===== src/sv/pau_pkg.sv =====
// Shared constants and types for the primitive assembler unit.
// Used by every module of the block; has no dependencies of its own.
package pau_pkg;

   // Topology register codes.
   localparam logic [2:0] TOPO_POINT      = 3'd0;
   localparam logic [2:0] TOPO_LINE_LIST  = 3'd1;
   localparam logic [2:0] TOPO_LINE_STRIP = 3'd2;
   localparam logic [2:0] TOPO_LINE_LOOP  = 3'd3;
   localparam logic [2:0] TOPO_TRI_LIST   = 3'd4;
   localparam logic [2:0] TOPO_TRI_STRIP  = 3'd5;
   localparam logic [2:0] TOPO_TRI_FAN    = 3'd6;

   // Primitive kind codes.
   localparam logic [1:0] KIND_POINT = 2'd0;
   localparam logic [1:0] KIND_LINE  = 2'd1;
   localparam logic [1:0] KIND_TRI   = 2'd2;

   // Register indexes, decoded from address bit 2.
   localparam logic REG_TOPOLOGY       = 1'b0;
   localparam logic REG_PROVOKING_LAST = 1'b1;

   // Number of jobs held between the front and the back.
   localparam int QUEUE_DEPTH = 4;

   typedef struct packed {
      logic [2:0] topology;
      logic       provoking_last;
      logic       clear;
   } cfg_type;

   typedef struct packed {
      logic full;
      logic empty;
   } queue_status_type;

endpackage


===== src/sv/pau_front.sv =====
// Front end of the primitive assembler: vertex history and primitive formation.
// Depends on pau_pkg for topology and kind codes and the configuration struct.
module pau_front #(
   parameter int HANDLE_BITS = 16,
   parameter int JOB_BITS    = 2 * (3 + 4 * 16) + 1
) (
   input  logic                   clock,
   input  logic                   reset,
   input  pau_pkg::cfg_type       cfg,
   input  logic                   accept,
   input  logic [HANDLE_BITS-1:0] vertex_handle,
   input  logic                   end_of_draw,
   output logic                   push,
   output logic [JOB_BITS-1:0]    job
);

   localparam int PRIM_BITS = 3 + 4 * HANDLE_BITS;

   logic [HANDLE_BITS-1:0] hub_ff, hub_in;
   logic [HANDLE_BITS-1:0] older_ff, older_in;
   logic [HANDLE_BITS-1:0] newer_ff, newer_in;
   logic [1:0]             seen_ff, seen_in;
   logic [1:0]             phase_ff, phase_in;
   logic                   parity_ff, parity_in;

   logic                   emit0;
   logic                   two;
   logic [1:0]             kind0;
   logic [HANDLE_BITS-1:0] a0, b0, c0, p0;
   logic [HANDLE_BITS-1:0] close_hub;
   logic [1:0]             seen_bump;

   function automatic logic [PRIM_BITS-1:0] make_prim(
      input logic [1:0]             kind,
      input logic [HANDLE_BITS-1:0] a,
      input logic [HANDLE_BITS-1:0] b,
      input logic [HANDLE_BITS-1:0] c,
      input logic [HANDLE_BITS-1:0] p,
      input logic                   last);
      return {last, p, c, b, a, kind};
   endfunction

   assign seen_bump = (seen_ff == 2'd3) ? seen_ff : seen_ff + 2'd1;

   always_comb begin
      hub_in    = hub_ff;
      older_in  = older_ff;
      newer_in  = newer_ff;
      seen_in   = seen_ff;
      phase_in  = phase_ff;
      parity_in = parity_ff;
      emit0     = 1'b0;
      two       = 1'b0;
      kind0     = pau_pkg::KIND_POINT;
      a0        = '0;
      b0        = '0;
      c0        = '0;
      p0        = '0;
      close_hub = hub_ff;

      unique case (cfg.topology)
         pau_pkg::TOPO_POINT: begin
            emit0 = 1'b1;
            a0    = vertex_handle;
         end
         pau_pkg::TOPO_LINE_LIST: begin
            if (phase_ff == 2'd0) begin
               older_in = vertex_handle;
               phase_in = 2'd1;
            end else begin
               emit0    = 1'b1;
               kind0    = pau_pkg::KIND_LINE;
               a0       = older_ff;
               b0       = vertex_handle;
               phase_in = 2'd0;
            end
         end
         pau_pkg::TOPO_LINE_STRIP: begin
            if (seen_ff != 2'd0) begin
               emit0 = 1'b1;
               kind0 = pau_pkg::KIND_LINE;
               a0    = newer_ff;
               b0    = vertex_handle;
            end
            newer_in = vertex_handle;
            seen_in  = seen_bump;
         end
         pau_pkg::TOPO_LINE_LOOP: begin
            if (seen_ff == 2'd0) begin
               hub_in    = vertex_handle;
               close_hub = vertex_handle;
            end else begin
               emit0 = 1'b1;
               kind0 = pau_pkg::KIND_LINE;
               a0    = newer_ff;
               b0    = vertex_handle;
            end
            newer_in = vertex_handle;
            seen_in  = seen_bump;
            // The closing line rides in the second slot, or alone in the first.
            if (end_of_draw) begin
               if (emit0) begin
                  two = 1'b1;
               end else begin
                  emit0 = 1'b1;
                  kind0 = pau_pkg::KIND_LINE;
                  a0    = vertex_handle;
                  b0    = close_hub;
               end
            end
         end
         pau_pkg::TOPO_TRI_LIST: begin
            if (phase_ff == 2'd0) begin
               older_in = vertex_handle;
               phase_in = 2'd1;
            end else if (phase_ff == 2'd1) begin
               newer_in = vertex_handle;
               phase_in = 2'd2;
            end else begin
               emit0    = 1'b1;
               kind0    = pau_pkg::KIND_TRI;
               a0       = older_ff;
               b0       = newer_ff;
               c0       = vertex_handle;
               p0       = cfg.provoking_last ? vertex_handle : older_ff;
               phase_in = 2'd0;
            end
         end
         pau_pkg::TOPO_TRI_STRIP: begin
            if (seen_ff[1]) begin
               emit0     = 1'b1;
               kind0     = pau_pkg::KIND_TRI;
               a0        = parity_ff ? newer_ff : older_ff;
               b0        = parity_ff ? older_ff : newer_ff;
               c0        = vertex_handle;
               p0        = cfg.provoking_last ? vertex_handle : older_ff;
               parity_in = ~parity_ff;
            end
            older_in = newer_ff;
            newer_in = vertex_handle;
            seen_in  = seen_bump;
         end
         pau_pkg::TOPO_TRI_FAN: begin
            if (seen_ff == 2'd0) begin
               hub_in = vertex_handle;
            end else if (seen_ff[1]) begin
               emit0 = 1'b1;
               kind0 = pau_pkg::KIND_TRI;
               a0    = hub_ff;
               b0    = newer_ff;
               c0    = vertex_handle;
               p0    = cfg.provoking_last ? vertex_handle : newer_ff;
            end
            newer_in = vertex_handle;
            seen_in  = seen_bump;
         end
         default: begin
         end
      endcase

      if (end_of_draw) begin
         hub_in    = '0;
         older_in  = '0;
         newer_in  = '0;
         seen_in   = '0;
         phase_in  = '0;
         parity_in = 1'b0;
      end
   end

   assign push = accept & emit0;
   assign job  = {two,
                  make_prim(pau_pkg::KIND_LINE, vertex_handle, close_hub, '0, '0, 1'b1),
                  make_prim(kind0, a0, b0, c0, p0, ~two)};

   always_ff @(posedge clock) begin
      if (reset || cfg.clear) begin
         hub_ff    <= '0;
         older_ff  <= '0;
         newer_ff  <= '0;
         seen_ff   <= '0;
         phase_ff  <= '0;
         parity_ff <= 1'b0;
      end else if (accept) begin
         hub_ff    <= hub_in;
         older_ff  <= older_in;
         newer_ff  <= newer_in;
         seen_ff   <= seen_in;
         phase_ff  <= phase_in;
         parity_ff <= parity_in;
      end
   end

endmodule


===== src/sv/pau_queue.sv =====
// Short job queue between the assembler front end and the output back end.
// Depends on pau_pkg for the queue depth and the status struct.
module pau_queue #(
   parameter int JOB_BITS = 2 * (3 + 4 * 16) + 1
) (
   input  logic                      clock,
   input  logic                      reset,
   input  logic                      push,
   input  logic [JOB_BITS-1:0]       push_data,
   input  logic                      pop,
   output logic [JOB_BITS-1:0]       pop_data,
   output pau_pkg::queue_status_type status
);

   localparam int DEPTH    = pau_pkg::QUEUE_DEPTH;
   localparam int PTR_BITS = $clog2(DEPTH);
   localparam int CNT_BITS = $clog2(DEPTH + 1);

   logic [JOB_BITS-1:0] slot_ff [DEPTH];
   logic [PTR_BITS-1:0] wr_ptr_ff, wr_ptr_in;
   logic [PTR_BITS-1:0] rd_ptr_ff, rd_ptr_in;
   logic [CNT_BITS-1:0] count_ff, count_in;
   logic                do_push;
   logic                do_pop;

   assign status.full  = (count_ff == CNT_BITS'(DEPTH));
   assign status.empty = (count_ff == '0);
   assign do_push      = push & ~status.full;
   assign do_pop       = pop & ~status.empty;
   assign pop_data     = slot_ff[rd_ptr_ff];

   always_comb begin
      wr_ptr_in = wr_ptr_ff;
      rd_ptr_in = rd_ptr_ff;
      count_in  = count_ff;
      if (do_push) begin
         wr_ptr_in = (wr_ptr_ff == PTR_BITS'(DEPTH - 1)) ? '0 : wr_ptr_ff + 1'b1;
      end
      if (do_pop) begin
         rd_ptr_in = (rd_ptr_ff == PTR_BITS'(DEPTH - 1)) ? '0 : rd_ptr_ff + 1'b1;
      end
      if (do_push && !do_pop) begin
         count_in = count_ff + 1'b1;
      end else if (do_pop && !do_push) begin
         count_in = count_ff - 1'b1;
      end
   end

   always_ff @(posedge clock) begin
      if (reset) begin
         wr_ptr_ff <= '0;
         rd_ptr_ff <= '0;
         count_ff  <= '0;
      end else begin
         wr_ptr_ff <= wr_ptr_in;
         rd_ptr_ff <= rd_ptr_in;
         count_ff  <= count_in;
      end
   end

   always_ff @(posedge clock) begin
      if (do_push) begin
         slot_ff[wr_ptr_ff] <= push_data;
      end
   end

endmodule


===== src/sv/pau_back.sv =====
// Back end of the primitive assembler: takes jobs from the queue and drives
// one primitive per beat from its output register. Depends on pau_pkg.
module pau_back #(
   parameter int HANDLE_BITS = 16,
   parameter int JOB_BITS    = 2 * (3 + 4 * 16) + 1
) (
   input  logic                      clock,
   input  logic                      reset,
   input  logic [JOB_BITS-1:0]       job,
   input  pau_pkg::queue_status_type status,
   output logic                      pop,
   output logic                      out_valid,
   input  logic                      out_ready,
   output logic [1:0]                prim_kind,
   output logic [HANDLE_BITS-1:0]    corner_a,
   output logic [HANDLE_BITS-1:0]    corner_b,
   output logic [HANDLE_BITS-1:0]    corner_c,
   output logic [HANDLE_BITS-1:0]    provoking_handle,
   output logic                      last_of_run
);

   localparam int PRIM_BITS = 3 + 4 * HANDLE_BITS;

   logic [JOB_BITS-1:0]  job_ff, job_in;
   logic                 busy_ff, busy_in;
   logic                 phase_ff, phase_in;
   logic [PRIM_BITS-1:0] prim;
   logic                 two;
   logic                 final_beat;
   logic                 take;
   logic                 load;

   assign two        = job_ff[JOB_BITS-1];
   assign prim       = phase_ff ? job_ff[2*PRIM_BITS-1:PRIM_BITS] : job_ff[PRIM_BITS-1:0];
   assign take       = busy_ff & out_ready;
   assign final_beat = phase_ff | ~two;
   // A new job enters as the last beat of the current one goes out.
   assign load       = ~busy_ff | (take & final_beat);
   assign pop        = load & ~status.empty;

   always_comb begin
      job_in   = job_ff;
      busy_in  = busy_ff;
      phase_in = phase_ff;
      if (load) begin
         job_in   = job;
         busy_in  = ~status.empty;
         phase_in = 1'b0;
      end else if (take) begin
         phase_in = 1'b1;
      end
   end

   always_ff @(posedge clock) begin
      if (reset) begin
         busy_ff  <= 1'b0;
         phase_ff <= 1'b0;
      end else begin
         busy_ff  <= busy_in;
         phase_ff <= phase_in;
      end
   end

   always_ff @(posedge clock) begin
      job_ff <= job_in;
   end

   assign out_valid        = busy_ff;
   assign prim_kind        = prim[1:0];
   assign corner_a         = prim[2+:HANDLE_BITS];
   assign corner_b         = prim[2+HANDLE_BITS+:HANDLE_BITS];
   assign corner_c         = prim[2+2*HANDLE_BITS+:HANDLE_BITS];
   assign provoking_handle = prim[2+3*HANDLE_BITS+:HANDLE_BITS];
   assign last_of_run      = prim[PRIM_BITS-1];

endmodule


===== src/sv/primitive_assembler_unit.sv =====
// Top level of the primitive assembler unit: register port, front end,
// job queue and back end. Depends on pau_pkg, pau_front, pau_queue, pau_back.
//
// The unit takes one vertex handle per cycle while req_tready is high and
// forms points, lines or triangles for the configured topology, each with
// its provoking vertex. Each accepted vertex is handled in the cycle it
// arrives; the primitives it causes wait as one job in a four-entry queue,
// and the output register drives one primitive per cycle while rsp_tready
// is high. A sustained rate of one vertex per cycle holds while the result
// side keeps up; the last vertex of a line loop can yield two beats, which
// the queue absorbs. Registers: topology at byte address 0 (a write clears
// the assembly state, as at the start of a draw) and provoking_last at 4.
module primitive_assembler_unit #(
   parameter int HANDLE_BITS = 16
) (
   input  logic                                      clock,
   input  logic                                      reset,
   input  logic                                      req_tvalid,
   output logic                                      req_tready,
   // Fields from bit 0 up: vertex_handle.
   input  logic [((HANDLE_BITS+7)/8)*8-1:0]          req_tdata,
   input  logic                                      req_tlast,
   output logic                                      rsp_tvalid,
   input  logic                                      rsp_tready,
   // Fields from bit 0 up: corner_a, corner_b, corner_c, provoking_handle.
   output logic [((4*HANDLE_BITS+7)/8)*8-1:0]        rsp_tdata,
   // Fields from bit 0 up: prim_kind.
   output logic [1:0]                                rsp_tuser,
   output logic                                      rsp_tlast,
   input  logic                                      csr_psel,
   input  logic                                      csr_penable,
   input  logic                                      csr_pwrite,
   input  logic [2:0]                                csr_paddr,
   input  logic [31:0]                               csr_pwdata,
   output logic [31:0]                               csr_prdata,
   output logic                                      csr_pready
);

   localparam int RSP_BITS = ((4 * HANDLE_BITS + 7) / 8) * 8;
   localparam int JOB_BITS = 2 * (3 + 4 * HANDLE_BITS) + 1;

   logic [2:0]                topology_ff;
   logic                      provoking_last_ff;
   logic                      csr_write;
   pau_pkg::cfg_type          cfg;
   pau_pkg::queue_status_type status;
   logic                      accept;
   logic                      push;
   logic                      pop;
   logic [JOB_BITS-1:0]       push_job;
   logic [JOB_BITS-1:0]       pop_job;
   logic [HANDLE_BITS-1:0]    corner_a;
   logic [HANDLE_BITS-1:0]    corner_b;
   logic [HANDLE_BITS-1:0]    corner_c;
   logic [HANDLE_BITS-1:0]    provoking_handle;

   assign csr_pready = 1'b1;
   assign csr_write  = csr_psel & csr_penable & csr_pwrite & csr_pready;

   always_ff @(posedge clock) begin
      if (reset) begin
         topology_ff       <= pau_pkg::TOPO_POINT;
         provoking_last_ff <= 1'b0;
      end else if (csr_write) begin
         if (csr_paddr[2] == pau_pkg::REG_TOPOLOGY) begin
            topology_ff <= csr_pwdata[2:0];
         end else begin
            provoking_last_ff <= csr_pwdata[0];
         end
      end
   end

   assign csr_prdata = (csr_paddr[2] == pau_pkg::REG_PROVOKING_LAST)
                       ? {31'd0, provoking_last_ff} : {29'd0, topology_ff};

   assign cfg.topology       = topology_ff;
   assign cfg.provoking_last = provoking_last_ff;
   assign cfg.clear          = csr_write & (csr_paddr[2] == pau_pkg::REG_TOPOLOGY);

   assign req_tready = ~status.full;
   assign accept     = req_tvalid & req_tready;

   pau_front #(
      .HANDLE_BITS (HANDLE_BITS),
      .JOB_BITS    (JOB_BITS)
   ) u_front (
      .clock         (clock),
      .reset         (reset),
      .cfg           (cfg),
      .accept        (accept),
      .vertex_handle (req_tdata[HANDLE_BITS-1:0]),
      .end_of_draw   (req_tlast),
      .push          (push),
      .job           (push_job)
   );

   pau_queue #(
      .JOB_BITS (JOB_BITS)
   ) u_queue (
      .clock     (clock),
      .reset     (reset),
      .push      (push),
      .push_data (push_job),
      .pop       (pop),
      .pop_data  (pop_job),
      .status    (status)
   );

   pau_back #(
      .HANDLE_BITS (HANDLE_BITS),
      .JOB_BITS    (JOB_BITS)
   ) u_back (
      .clock            (clock),
      .reset            (reset),
      .job              (pop_job),
      .status           (status),
      .pop              (pop),
      .out_valid        (rsp_tvalid),
      .out_ready        (rsp_tready),
      .prim_kind        (rsp_tuser),
      .corner_a         (corner_a),
      .corner_b         (corner_b),
      .corner_c         (corner_c),
      .provoking_handle (provoking_handle),
      .last_of_run      (rsp_tlast)
   );

   assign rsp_tdata = RSP_BITS'({provoking_handle, corner_c, corner_b, corner_a});

endmodule

===== config.mk =====
export PLATFORM = sky130hd
export DESIGN_NAME = primitive_assembler_unit
export DESIGN_NICKNAME = d
export VERILOG_FILES = /design/src/sv/pau_pkg.sv /design/src/sv/pau_front.sv /design/src/sv/pau_queue.sv /design/src/sv/pau_back.sv /design/src/sv/primitive_assembler_unit.sv
export SDC_FILE = /design/constraint.sdc
export NUM_CORES = 1
export LEC_CHECK = 0
export ABC_AREA = 1
export BUFFER_PORTS_ARGS = -buffer_cell sky130_fd_sc_hd__clkbuf_2
export CAP_MARGIN = 20
export CELL_PAD_IN_SITES_DETAIL_PLACEMENT = 0
export CELL_PAD_IN_SITES_GLOBAL_PLACEMENT = 1
export CORE_MARGIN = 2
export CORE_UTILIZATION = 35
export CTS_BUF_LIST = sky130_fd_sc_hd__clkbuf_8
export DETAILED_ROUTE_END_ITERATION = 8
export PLACE_DENSITY = 0.64
export SYNTH_ARGS = -nofsm -noshare
export SYNTH_HDL_FRONTEND = slang
export SYNTH_HIERARCHICAL = 1
export SYNTH_SLANG_ARGS = --single-unit

===== constraint.sdc =====
create_clock -name clock -period 10.1 [get_ports clock]
set_clock_uncertainty 0.05 [all_clocks]
set_input_delay 1.515 -clock clock [delete_from_list [all_inputs] [get_ports clock]]
set_output_delay 1.515 -clock clock [all_outputs]
set_load 0.005 [all_outputs]

==> key figures, run 1 <==
Outcome
  – Run status: finished, final reports clean

Logic synthesis
  – Post-synth top cells: 675 x edfxtp_1, 460 x nor2_1, 428 x nand2_1
  – Post-Synth XOR/XNOR Area: 0.02789%
  – EDFF count, synth: 675
  – YS warnings: 6
  – Count leader, synth: edfxtp_1
  – Synth area leaders: edfxtp_1 65%, nor2_1 5.5%, nand2_1 5.1%, o21ai_0 5.1%, dfxtp_1 4.3%
  – Synth Area per Inst: 11.38 um^2
  – Main flop type after synthesis: edfxtp_1
  – Mux cell area share after synthesis: 0%
  – Main combinational cell family by area after synthesis: simple AND/OR/NAND/NOR gates
  – Seq/Total Area, Yosys: 68.88%
  – Synth Area in Simple Gates: 12.47%
  – Synth async-reset ratio: 0%
  – Synth Cell Area: 0.03140 mm^2
  – Share of the synthesized area in the top cell type: 64.55%
  – Top cell type by total area after synthesis: edfxtp_1
  – Flops & latches, synth: 743
  – Netlist cell types: 44
  – Adder-Cell Fraction of Synth Area: 0.4223%
  – Complex-gate fraction of the synthesized area: 11.89%
  – Syn Inst Count: 2760

Clocking
  – Num CTS Buffers: 132
  – Clk pin slew, worst setup/hold paths: 0.06 ns
  – CTS sink count: 743
  – Clock Latency Late Sink: 0.77 ns
  – Post-CTS Setup Bufs: 0
  – H-Tree Level Count: 4
  – CTS max path bufs: 3
  – Post-CTS resize count: 0
  – TritonCTS clock tree: yes
  – Root Driver: clkbuf_8
  – Hold buffers post-CTS: 0

Worst hold path
  – HP Class: reg -> reg

Critical path
  – Worst Path Required: 10.42 ns
  – Max FO, Critical Path: 135
  – Buf/Inv on CP: 4
  – Critical path type: reg -> reg
  – CP max stage delay: 0.56 ns
  – Startpoint types: flip-flop
  – Worst Setup End Kind: flip-flop
  – Worst path slowest cell: nand2_1
  – Worst-path cell chain: inv_1, ha_1, buf_4, inv_1, nand4_1, nand2_1, nor3_1, a21oi_1, nand2_1, nor2_4, buf_12
  – Arrival time worst endpoint: 5.09 ns
  – Crit-path leading delay family: simple AND/OR/NAND/NOR gates

Drt
  – DRT iter0 DRCs: 1638
  – Drc violations: 0
  – Routed len/inst: 20.32 um
  – Total wire length: 83460 um
  – Pre-Repair DR Iteration Count: 6
  – Vias per cell: 5.120
  – Detailed-route via count: 21030
  – Antenna-violating nets left: 0

Power
  – Internal: 6219 uW
  – Switching power: 3136 uW
  – Part of the power in the clock network: 28.0%
  – Pwr per Cell Area: 268.6 mW/mm^2
  – Comb pwr share: 25.9%
  – Max VDD drop: 0.0002259 V
  – Seq pwr share: 46.1%
  – Sw Share: 33.53%
  – Total leakage power: 0.01293 uW

Timing
  – Pins Over Slew Limit: 0
  – RSZ-0062 raised after global routing: false
  – FMAX: 209.6 MHz
  – Fin crit period: 4.770 ns
  – Worst slew pin tran: 1.174 ns
  – Setup_tns: 0 ns
  – Fin. Hold Viols: 0
  – Number of setup violations in the final report: 0
  – Crit share post-route: 47.23%
  – Max_slew headroom: 21.74%

Die
  – Die X: 303.5 um
  – Die footprint: 0.09213 mm^2
  – Initial core utilization: 35.42%
  – Std cell rows: 109
  – Die height: 303.5 um
  – Placeable core area: 0.08865 mm^2
  – Ports: 161

Job
  – Max cap viols: 0

Layout
  – Filler Cell Count: 8490
  – Post-route core utilization: 39.28%
  – Nets: 2903
  – Area grow syn2layout: 10.89%
  – Layout cell share with drive strength beyond 1: 11.78%

Placed design
  – Buffers on Ports: 99
  – Gp weighted congestion: 0.8632
  – HPWL Detailed: 46320 um

GRT
  – Vias in the first global route: 20790
  – Remaining Overflow, GRT: 0
  – Initial antenna violation count: 10
  – Total GRT Usage: 17.91%
  – Largest net degree at the start of global routing: 164
  – First-pass GRT wire length: 123400 um
cell families after synthesis:
group | count (synthesis)
buffers and inverters | 337
and+or+nand+nor | 983
xor gates and xnor gates | 1
adders and majority gates | 10
DFF | 743
AOI/OAI and AO/OA | 682
other | 4
tightest hold or removal path: cells and delay by family, from the launching register on:
family	cells	cell delay, ns
compound gates	1	0.06
buf+inv	1	0.08
flops	1	0.31
flip-flops by register name (all words and copies together) (netlist names), 2 cells and up, named ones only:
signal and flops:
u_front/seen_ff 2, u_queue/rd_ptr_ff 2, u_front/older_ff 16, topology_ff 3, u_queue/slot_ff 540, u_front/newer_ff 16
u_queue/count_ff 3, u_queue/wr_ptr_ff 2, u_front/hub_ff 16, u_front/phase_ff 2, u_back/job_ff 135
final cells by class:
| type | instances | area [um^2] | area share [%] |
|---|---|---|---|
| multi-input cells | 1741 | 8089 | 23.23 |
| inverters | 90 | 349.1 | 1.002 |
| repair buffers | 126 | 780.7 | 2.242 |
| clock inverters | 97 | 576.8 | 1.656 |
| flip-flops and latches | 743 | 21640 | 62.14 |
| well taps | 1165 | 1458 | 4.186 |
| clock buffers | 139 | 1913 | 5.494 |
| diodes | 7 | 17.52 | 0.05030 |
worst paths after layout:
check,cells after the start,start,slack (ns),endpoint
min reg2reg,2,u_front/phase_ff[1]$_SDFFE_PP0P_,0.45,u_front/phase_ff[1]$_SDFFE_PP0P_
max reg2reg,11,u_front/seen_ff[1]$_SDFFE_PP0P_,5.33,u_queue/slot_ff[1][104]$_DFFE_PP_
min,2,u_front/phase_ff[1]$_SDFFE_PP0P_,0.45,u_front/phase_ff[1]$_SDFFE_PP0P_
max,11,u_front/seen_ff[1]$_SDFFE_PP0P_,5.33,u_queue/slot_ff[1][104]$_DFFE_PP_
per-layer routing:
layer	share of wire (%)	wire [um]	track usage [%]
met1	42	35390	22.64
met2	48	40250	29.53
met3	6.2	5202	4.241
met4	3.0	2530	7.435
met5	0.11	89	0
cells in the final DEF, fill, tap and decap left out, types with 75 or more instances in the layout:
master	synthesis	routed
clkbuf_2	3	99
nand2_1	428	426
clkbuf_8	0	139
a21oi_1	97	96
inv_1	80	120
edfxtp_1	675	675
o22ai_1	140	140
nor2_1	460	454
o21ai_1	75	75
o21ai_0	319	319
power by group through the flow:
stage | registers [uW] | clock network, uW | logic, uW
4_1_cts | 4310 | 2700 | 2450
5_1_grt | 4360 | 2830 | 2710
3_5_place_dp | 4370 | 0 | 2450
2_1_floorplan | 4390 | 0 | 1680
3_3_place_gp | 4360 | 0 | 2390
6_report | 4310 | 2620 | 2420
metrics by stage:
step	instances	worst slack, ns	hold slack, ns	power, uW	area (um^2)
floorplan	2821	1.252	0.3995	6068	31630
global placement	3863	5.022	0.4174	6749	32270
detailed placement	3863	4.945	0.4362	6823	32270
CTS	4099	5.267	0.4453	9466	34760
global route	4106	5.076	0.4735	9901	34820
finish	4108	5.330	0.4469	9355	34820
Power figures use the tool's default switching activity.
==> run 2, diff against run 1 <==
- clock period: 10.1 -> 4.79 ns (I/O delays scaled with it)
==> key figures, run 2 (synthesis results as in run 1) <==
Power
  – Max VDD drop: 0.0005491 V (was 0.0002259 V)
  – Total leakage power: 0.01290 uW (was 0.01293 uW)
  – Pwr per Cell Area: 559.3 mW/mm^2 (was 268.6 mW/mm^2)

Critical path
  – Worst Path Required: 5.14 ns (was 10.42 ns)
  – Worst r2r dst: u_queue/slot_ff[0][21]$_DFFE_PP_ (was u_queue/slot_ff[1][104]$_DFFE_PP_)
  – R2R depth: 10 (was 11)
  – Arrival time worst endpoint: 4.62 ns (was 5.09 ns)
  – Worst Setup End Kind: flip-flop (unchanged)
  – Critical path type: reg -> reg (unchanged)
  – CP max stage delay: 0.74 ns (was 0.56 ns)
  – Max FO, Critical Path: 18 (was 135)
  – Startpoint types: flip-flop (unchanged)
  – R2R Path Start: u_front/seen_ff[1]$_SDFFE_PP0P_ (unchanged)
  – Worst path slowest cell: nor2_4 (was nand2_1)
  – R2R Setup Slk: 0.52 ns (was 5.33 ns)
  – Worst-path cell chain: inv_1, ha_1, inv_1, nand4_1, nand2_1, nor3_1, a21oi_1, nand2_1, nor2_4, buf_4 (was inv_1, ha_1, buf_4, inv_1, nand4_1, nand2_1, nor3_1, a21oi_1, nand2_1, nor2_4, buf_12)

Worst hold path
  – Hold Crit Depth: 3 (was 2)
  – HP Class: in -> reg (was reg -> reg)
  – Hold Path Sink: u_back/phase_ff$_SDFFE_PP0P_ (was u_front/phase_ff[1]$_SDFFE_PP0P_)
  – Hold path startpoint: rsp_tready (was u_front/phase_ff[1]$_SDFFE_PP0P_)

Die
  – Placeable core area: 0.08865 mm^2 (unchanged)
  – Die footprint: 0.09213 mm^2 (unchanged)
  – Ports: 161 (unchanged)
  – Die X: 303.5 um (unchanged)
  – Std cell rows: 109 (unchanged)
  – Die height: 303.5 um (unchanged)
  – Initial core utilization: 35.42% (unchanged)

Layout
  – Top reg by flops: u_queue/slot_ff (unchanged)
  – Fin area: 0.03477 mm^2 (was 0.03482 mm^2)
  – Top flop regs: u_queue/slot_ff: 540 flops, u_back/job_ff: 135 flops (unchanged)
  – Largest register FFs: 540 (unchanged)
  – Nets: 2903 (unchanged)
  – Commonest cells after routing, fill and taps aside: 675 x edfxtp_1, 454 x nor2_1, 427 x nand2_1 (was 675 x edfxtp_1, 454 x nor2_1, 426 x nand2_1)
  – Area grow syn2layout: 10.72% (was 10.89%)
  – Commonest non-fill, non-tap cell in the layout: edfxtp_1 (unchanged)
  – Layout cell share with drive strength beyond 1: 11.67% (was 11.78%)

Clocking
  – Hold buffers post-CTS: 0 (unchanged)
  – CTS sink count: 743 (unchanged)
  – CTS max path bufs: 3 (unchanged)
  – Num CTS Buffers: 121 (was 132)
  – Root Driver: clkbuf_8 (unchanged)
  – Post-CTS Setup Bufs: 0 (unchanged)
  – TritonCTS clock tree: yes (unchanged)
  – H-Tree Level Count: 3 (was 4)
  – Post-CTS resize count: 0 (unchanged)
  – Clk pin slew, worst setup/hold paths: 0.06 ns (about the same)
  – Clock Latency Late Sink: 0.74 ns (was 0.77 ns)

Timing
  – Worst slew pin tran: 1.134 ns (was 1.174 ns)
  – Worst hold slack: 0.2341 ns (was 0.4469 ns)
  – Worst setup margin: 0.5194 ns (was 5.330 ns)
  – Max_slew headroom: 24.40% (was 21.74%)
  – Setup_tns: 0 ns (unchanged)
  – Fin crit period: 4.271 ns (was 4.770 ns)
  – Fin. Hold Viols: 0 (unchanged)
  – Number of setup violations in the final report: 0 (unchanged)
  – FMAX: 234.2 MHz (was 209.6 MHz)
  – RSZ-0062 raised after global routing: false (unchanged)
  – Crit share post-route: 89.16% (was 47.23%)
  – Pins Over Slew Limit: 0 (unchanged)

GRT
  – Vias in the first global route: 20470 (was 20790)
  – Total GRT Usage: 17.90% (was 17.91%)
  – Initial antenna violation count: 7 (was 10)
  – First-pass GRT wire length: 123800 um (was 123400 um)
  – Largest net degree at the start of global routing: 187 (was 164)
  – Remaining Overflow, GRT: 0 (unchanged)

Drt
  – Pre-Repair DR Iteration Count: 5 (was 6)
  – Drc violations: 0 (unchanged)
  – DRT iter0 DRCs: 1633 (was 1638)
  – Total wire length: 83470 um (was 83460 um)
  – Routed len/inst: 20.36 um (was 20.32 um)
  – Detailed-route via count: 20890 (was 21030)
  – Vias per cell: 5.097 (was 5.120)
  – Antenna-violating nets left: 0 (unchanged)

Placed design
  – Pre-CTS WS: 0.5094 ns (was 4.945 ns)
  – Placed inst area: 0.03246 mm^2 (was 0.03227 mm^2)
  – HPWL Detailed: 48710 um (was 46320 um)
  – Buffers on Ports: 99 (unchanged)
  – Gp weighted congestion: 0.9014 (was 0.8632)

Outcome
  – Run status: finished, final reports clean (unchanged)

Job
  – Max cap viols: 0 (unchanged)
-- run 2: cell count changes in the layout (fill, tap and decap cells not counted), moves of 3 or more --
cell,before,now
clkbuf_8,139,129
buf_12,5,12
inv_6,7,0
buf_4,21,26
clkinv_2,11,15
clkinv_1,28,25
diode_2,7,4
-- run 2: how the worst max path moves through the flow --
stage | cells past startpoint | slack (ns) | from | endpoint
floorplan | 10 | -1.19 | u_front/seen_ff[1]$_SDFFE_PP0P_ | u_queue/slot_ff[0][0]$_DFFE_PP_
global placement | 10 | 0.59 | u_front/seen_ff[1]$_SDFFE_PP0P_ | u_queue/slot_ff[0][93]$_DFFE_PP_
detailed placement | 10 | 0.51 | u_front/seen_ff[1]$_SDFFE_PP0P_ | u_queue/slot_ff[0][91]$_DFFE_PP_
CTS | 10 | 0.50 | u_front/seen_ff[1]$_SDFFE_PP0P_ | u_queue/slot_ff[0][22]$_DFFE_PP_
global route | 10 | 0.15 | u_front/seen_ff[1]$_SDFFE_PP0P_ | u_queue/slot_ff[0][22]$_DFFE_PP_
finish | 10 | 0.52 | u_front/seen_ff[1]$_SDFFE_PP0P_ | u_queue/slot_ff[0][21]$_DFFE_PP_
-- run 2: final cells by class --
| type | count | area, um^2 |
|---|---|---|
| timing repair buffer | 137 | 930.9 |
| clock inverter | 90 | 520.5 |
| inverter | 90 | 349.1 |
| fill | 8480 | 53880 |
| clock buffer | 129 | 1775 |
| multi-input combinational | 1741 | 8087 |
| sequential | 743 | 21640 |
| antenna | 4 | 10.01 |
| tap | 1165 | 1458 |
-- run 2: metal layers --
metal  global-route usage, %  wire (um)  vias up
met3                   3.013       4403      140
met4                   6.664       2326       10
met1                   23.22      35930    10350
li1                        -          -     9808
met5                       0         62        -
met2                   30.11      40740      583
-- run 2: power by group --
| group | internal, uW | switching, uW |
|---|---|---|
| clock network | 2700 | 2480 |
| registers | 8710 | 379 |
| logic | 1520 | 3660 |
-- run 2: critical path: cells and delay by family, from the launching register on --
kind / cells / cell delay, ns
and+or+nand+nor: 5 / 1.96
buffers and inverters: 3 / 0.87
DFF: 1 / 0.42
AOI/OAI and AO/OA: 1 / 0.40
adders and majority gates: 1 / 0.25
-- run 2: stage by stage --
step	util [%]	std cells	power [uW]
floorplan	-	2821	12740
global placement	36.62	3876	14360
detailed placement	36.62	3876	14490
CTS	39.21	4095	19700
global route	39.21	4096	20620
finish	39.22	4099	19450
